<file path="config.mk">
export PLATFORM = sky130hd
export DESIGN_NAME = bce_cell
export DESIGN_NICKNAME = d
export VERILOG_FILES = /design/src/hdl/assert_macros.svh /design/src/hdl/bce_pkg.sv /design/src/hdl/bce_cell.sv
export SDC_FILE = /design/constraint.sdc
export NUM_CORES = 2
export LEC_CHECK = 0
export BUFFER_PORTS_ARGS = -buffer_cell sky130_fd_sc_hd__buf_2
export CAP_MARGIN = 5
export CORE_MARGIN = 10
export CORE_UTILIZATION = 30
export CTS_BUF_LIST = sky130_fd_sc_hd__clkbuf_16
export CTS_CLUSTER_SIZE = 8
export DETAILED_ROUTE_END_ITERATION = 6
export GPL_TIMING_DRIVEN = 1
export SLEW_MARGIN = 5
export SYNTH_ARGS = -nofsm -noshare
export SYNTH_HDL_FRONTEND = slang
export SYNTH_SLANG_ARGS = --single-unit
</file>
<file path="constraint.sdc">
create_clock -name aclk -period 13.75 [get_ports aclk]
set_clock_uncertainty 0.05 [all_clocks]
set_input_delay 0 -clock aclk [delete_from_list [all_inputs] [get_ports aclk]]
set_output_delay 0 -clock aclk [all_outputs]
set_load 0.02 [all_outputs]
</file>
<file path="src/hdl/assert_macros.svh">
// ----------------------------------------------------------------------------
// assertion macros
// shared concurrent assertion forms
// ----------------------------------------------------------------------------
`ifndef ASSERT_MACROS_SVH
`define ASSERT_MACROS_SVH

// implication checked every clock edge outside reset
`define ASSERT_IMPL(label, clk, rstn, ante, cons) \
    label: assert property (@(posedge clk) disable iff (!rstn) (ante) |-> (cons)) \
        else $error("assertion failed");

// implication whose consequent is checked in the cycle after the antecedent
`define ASSERT_NEXT(label, clk, rstn, ante, cons) \
    label: assert property (@(posedge clk) disable iff (!rstn) (ante) |=> (cons)) \
        else $error("assertion failed");

`endif

</file>
<file path="src/hdl/bce_pkg.sv">
// ----------------------------------------------------------------------------
// bce_pkg
// types and constants of the bezier curve evaluator
// ----------------------------------------------------------------------------
package bce_pkg;

    localparam int CoordW = 24;
    localparam int TimeW  = 17;
    localparam int ScaleW = 24;
    localparam int DeltaW = 16;
    localparam int IdxW   = 4;
    localparam int CfgIdxW = 1;

    localparam logic [TimeW-1:0] TimeOne = 17'h10000;

    localparam logic CfgTimeScale     = 1'b0;
    localparam logic CfgLastPointIdx  = 1'b1;

    localparam logic FuncLoad    = 1'b0;
    localparam logic FuncAdvance = 1'b1;

    typedef enum logic [2:0] {
        ST_IDLE,
        ST_MUL,
        ST_LOAD,
        ST_PASS,
        ST_OUT
    } state_t;

    // control from sequencer to the cell row
    typedef struct packed {
        logic       load;   // copy control points into the cells
        logic       step;   // one de casteljau pass
        logic [15:0] t;     // curve time q0.16
    } cell_ctrl_t;

    // lerp truncated toward minus infinity
    function automatic logic signed [CoordW-1:0] lerp_floor(
        input logic signed [CoordW-1:0] a,
        input logic signed [CoordW-1:0] b,
        input logic [15:0] t
    );
        logic signed [CoordW:0]    d;
        logic signed [CoordW+17:0] p;
        begin
            d = CoordW'(0) + ($signed({b[CoordW-1], b}) - $signed({a[CoordW-1], a}));
            p = d * $signed({1'b0, t});
            lerp_floor = CoordW'(a + p[CoordW+17:16]);
        end
    endfunction

endpackage

</file>
<file path="src/hdl/bce_cell.sv">
// ----------------------------------------------------------------------------
// bce_cell
// one interpolation cell: holds a point and lerps toward its right neighbor
// ----------------------------------------------------------------------------
module bce_cell (
    input  logic                                  aclk,
    input  bce_pkg::cell_ctrl_t                   ctrl,
    input  logic signed [bce_pkg::CoordW-1:0]     load_x,
    input  logic signed [bce_pkg::CoordW-1:0]     load_y,
    input  logic signed [bce_pkg::CoordW-1:0]     nbr_x,
    input  logic signed [bce_pkg::CoordW-1:0]     nbr_y,
    output logic signed [bce_pkg::CoordW-1:0]     px,
    output logic signed [bce_pkg::CoordW-1:0]     py
);
    logic signed [bce_pkg::CoordW-1:0] x_reg, y_reg, x_next, y_next;

    always_comb begin
        x_next = x_reg;
        y_next = y_reg;
        if (ctrl.load) begin
            x_next = load_x;
            y_next = load_y;
        end else if (ctrl.step) begin
            x_next = bce_pkg::lerp_floor(x_reg, nbr_x, ctrl.t);
            y_next = bce_pkg::lerp_floor(y_reg, nbr_y, ctrl.t);
        end
    end

    always_ff @(posedge aclk) begin
        x_reg <= x_next;
        y_reg <= y_next;
    end

    assign px = x_reg;
    assign py = y_reg;
endmodule

</file>
* Word-level counts from Yosys, hierarchy flattened
Index checks and enable logic that the tools add are counted.
Word-level totals: output and inout bits 48, bits in registers 48
Cells by class: multiply operators 2, multiplexer cells 4, reductions and logical operators 1, add/sub/neg operators 4
Operators with widths (number):
- 2-to-1 mux 24 bit | 4
- multiplier 25 x 17 -> 40 bit | 2
- subtractor 24 x 24 -> 25 bit | 2
- adder 24 bit | 2
- nonzero test 2 bit | 1

* Depth between registers and ports, before layout
word-level depth 5, gate-level depth with buffers 47

* Worst setup path after synthesis
Ideal clock, no wire load.
path type reg2reg, from register x_reg, in the netlist px[0], to register x_reg, in the netlist px[23], data pin, setup time 0.268 ns, path slack 3.713 ns, buffers on the path 1, stages on the path, launching flop included 46, arrival time 9.720 ns, period minus slack after synthesis 10.037 ns, required time 13.432 ns, cells stage by stage edfxtp_1 -> ha_1 -> fa_1 -> nor2b_1 -> o2111ai_1 -> a21boi_1 -> o31ai_2 -> o22ai_1 -> a41oi_2 -> nand2b_1 -> a21oi_1 -> xnor2_1 -> clkbuf_1 -> and2_1 -> fa_1 -> inv_1 -> fa_1 -> fa_1 -> (+10 left out) -> nand2_1 -> nor2_1 -> nor2b_1 -> o21a_1 -> nor2_1 -> xnor2_1 -> ha_1 -> and3_1 -> nand2_1 -> nor3_1 -> nor3_2 -> o311a_1 -> o31a_1 -> nor2b_2 -> o41ai_4 -> xnor3_1 -> xnor2_1 -> o21ai_1
Between the ends: cells in the longest elaborated chain, start to end 5
RTL lines:
- start, declared | RTL line bce_cell.sv:15 | logic signed [bce_pkg::CoordW-1:0] x_reg, y_reg, x_next, y_next;
- start signal, assigned | RTL line bce_cell.sv:30 | x_reg <= x_next;
- subtractor 24 x 24 -> 25 bit | RTL line bce_pkg.sv:46 | d = CoordW'(0) + ($signed({b[CoordW-1], b}) - $signed({a[CoordW-1], a}));
- multiplier 25 x 17 -> 40 bit | RTL line bce_pkg.sv:47 | p = d * $signed({1'b0, t});
- adder 24 bit * | RTL line bce_pkg.sv:48 | lerp_floor = CoordW'(a + p[CoordW+17:16]);
- 2-to-1 mux 24 bit * | RTL line bce_cell.sv:23 | end else if (ctrl.step) begin
- 2-to-1 mux 24 bit * | RTL line bce_cell.sv:20 | if (ctrl.load) begin
- named net x_next (one bit) | RTL line bce_cell.sv:15
The timed path passes the listed nets; every way through them passes the cells marked *. The select of a mux whose other input is x is not followed. A chain may end at the register's enable or synchronous reset.

* Worst setup path after layout
Same ends and word-level chain as after synthesis.

==> run summary <==
Crit path launch: px[0]
FMAX: 86.5 MHz
Final Net Count: 5235
Kind of end point of the critical path: register
Final WL: 89900 um
Full die area: 129000 um2
Mean Syn Cell Area: 8.69 um2
Worst path slowest cell: a2111oi_1
Io pins: 163
MaxCap Viol Count: 0
Layout overhead on the synthesized area: 9.54%
Worst reg-to-reg setup slack: 2.19 ns
Result of the run: completed
Instance count along the most critical hold path: 3
Hold Fails Final Rpt: 0
Die extent in x: 359 um
First-pass GRT wire length: 148000 um
Pins Over Slew Limit: 0
Longest individual stage delay on the worst path: 0.65 ns
Worst Min Path Start: load_y[3]
Largest buffer count on any clock path: 2
Number of standard-cell rows in the floorplan: 124
Non-Filler Instances: 5582
Count of flip-flops with a built-in enable after synthesis: 48
Clock buffers created by TritonCTS: 5
Initial antenna violation count: 6
Hold EP: py[3]
Maximum number of pins on one net before global-route repair: 58
Number of clock sinks: 48
Startpoint kind of the worst setup timing path: register
Root buffer cell: clkbuf_16
Period Utilization, post-route: 84.1%
Shortest clock period the worst path allows after layout: 11.56 ns
Final setup violating endpoints: 0
Arrival time of the worst setup path: 11.59 ns
Routed wire per std cell: 16.1 um
Combined area of the multi-input logic cells: 28700 um2
Detailed-route via count: 25600
Total GRT Usage: 14.3%
Worst EP required: 13.78 ns
Number of levels the H-tree was split into: 2
Cell count of the worst reg-to-reg path: 44
Post-CTS Setup Bufs: 0
Setup_tns: 0 ns
Kind of cell with the highest combined delay on the critical path: adder cells
Crit path buf inv count: 6
Antenna violation net count after detailed routing: 0
RSZ-0062 raised after global routing: false
Initial cell density of the core: 30.2%
CTS tree: yes
Fraction of final layout cells with drive strength greater than 1: 7.28%
DP HPWL: 70100 um
Crit Path Category: register to register
Filler cells: 11900
Die height: 359 um
Count of mapped cells out of synthesis: 3957
DRC violations left: 0
Worst r2r dst: px[23]
Post-synthesis sequential area ratio: 4.19%
Remaining global-route overflow: 0
Flip-flop cell with the highest count after synthesis: edfxtp_1
Mapped Area: 34400 um2
Worst Path Max Fanout: 16
Top cell by count, worst path: fa_1
End-of-flow core utilization: 33.0%
Register bit total from synthesis: 48
Slew of the pin with the lowest slew margin: 1.15 ns
Proportion of register bits with asynchronous set or reset after synthesis: 0%
Post-Place Cells: 5526
Relative slew slack: 22.7%
Path type of the worst min-delay path: input pin to register
Vias per inst: 4.58
Placer Congestion: 0.834
DR iter-0 viols: 1177
Total number of yosys warnings: 0
Number of iterations in the first detailed-routing pass: 7
Register area: 1440 um2
Via count of the first global-routing pass: 27700
Number of port buffers: 162
Worst-Skew Late Latency: 0.34 ns
Post-synth net total: 5124
Area of the core region: 114000 um2
Clock edge transition at the registers on the reported setup and hold paths: 0.08 ns
Distinct cell type count after synthesis: 80
Reg-to-Reg Start: px[0]
==> stage by stage <==
stage          cell area, um2  hold slack [ns]  worst slack (ns)
2_1_floorplan           34400            0.140              3.71
3_3_place_gp            37100            0.226              2.61
3_5_place_dp            37100            0.232              2.32
4_1_cts                 37700            0.110              2.28
5_1_grt                 37700            0.126              1.29
6_report                37700            0.117              2.19
==> layout by cell type, fill, tap and decap left out, drive strengths merged, types with 5 or more instances in the layout <==
cell         count
o211ai           6
xnor2          106
nand4            6
inv           1014
fa             758
nor2b           60
ha             294
a21boi           7
a31oi           16
nand3           22
xor2            34
or2              7
or3              7
o21bai          13
nor2           102
a21oi           91
and2           327
mux2i           20
o21ai           96
nand2b          48
nand2          526
nor3            32
a211oi           8
edfxtp          48
clkbuf           5
and4             6
buf            210
dlygate4sd3     47
o31ai            8
mux2            20
o21a            25
and3             7
a21o            39
a2111oi          7
==> registers in the layout (all words and copies together) (netlist names) <==
name	flops
px	24
py	24
==> how the worst max path moves through the flow <==
stage,end,slack (ns),cells after the start
global placement,px[23],2.61,44
global route,px[20],1.29,43
finish,px[23],2.19,44
CTS,px[23],2.28,44
floorplan,px[23],3.71,45
detailed placement,px[23],2.32,44
==> cell usage after synthesis, types with 13 or more instances <==
library cell	number	area, um2
a21o_1	39	293
a21oi_1	86	430
a31oi_1	13	81.3
and2_1	327	2050
clkbuf_1	143	537
edfxtp_1	48	1440
fa_1	758	15200
ha_1	294	3680
inv_1	1014	3810
mux2_2	19	214
mux2i_1	20	200
nand2_1	526	1970
nand2b_1	48	300
nand3_1	22	110
nor2_1	101	379
nor2b_1	59	369
nor3_1	31	155
o21a_1	25	188
o21ai_0	88	440
o21bai_1	13	97.6
xnor2_1	105	920
xor2_1	34	298
==> logic make-up (layout without fill, tap and decap cells) <==
kind of cell | after synthesis | count (layout) | share of synthesized area (%)
other cells | 0 | 2 | 0
simple gates | 1156 | 1156 | 16.4
compound gates | 351 | 351 | 6.87
mux | 40 | 40 | 1.24
flops | 48 | 48 | 4.19
buf+inv | 1168 | 1279 | 12.8
xor+xnor | 142 | 142 | 3.72
fa+ha+maj | 1052 | 1052 | 54.8
==> worst register-to-register path, delay by kind of cell (launching register included) <==
family                     cells  cell delay (ns)
and+or+nand+nor               10             1.76
AOI/OAI and AO/OA             14             3.54
buffers and inverters          6             0.51
DFF                            1             0.43
adders and majority gates     10             4.24
xor gates and xnor gates       4             0.78
==> area by class of cell <==
type                    instances  area share [%]
clock buffers                   5           0.332
well taps                    1512            5.02
flip-flops and latches         48            3.83
inverters                    1015            10.1
repair buffers                257            4.40
multi-input cells            2741            76.3
diodes                          2          0.0133
clock inverters                 2          0.0199
==> per-layer routing <==
metal	wire [um]	GRT usage, %	vias up
li1	-	-	11900
met1	38500	18.3	13100
met2	46500	26.1	453
met3	3200	1.09	86
met4	1630	3.15	10
met5	69	0	-
==> what timing repair did <==
| item | in CTS | in global routing |
|---|---|---|
| endpoints found under the hold margin | 47 | 0 |
| hold buffers | 47 | 0 |
| resized for setup | 0 | 0 |
Power is not shown: default switching activity piles up to over one toggle a cycle in this logic, so the estimate is an artifact.
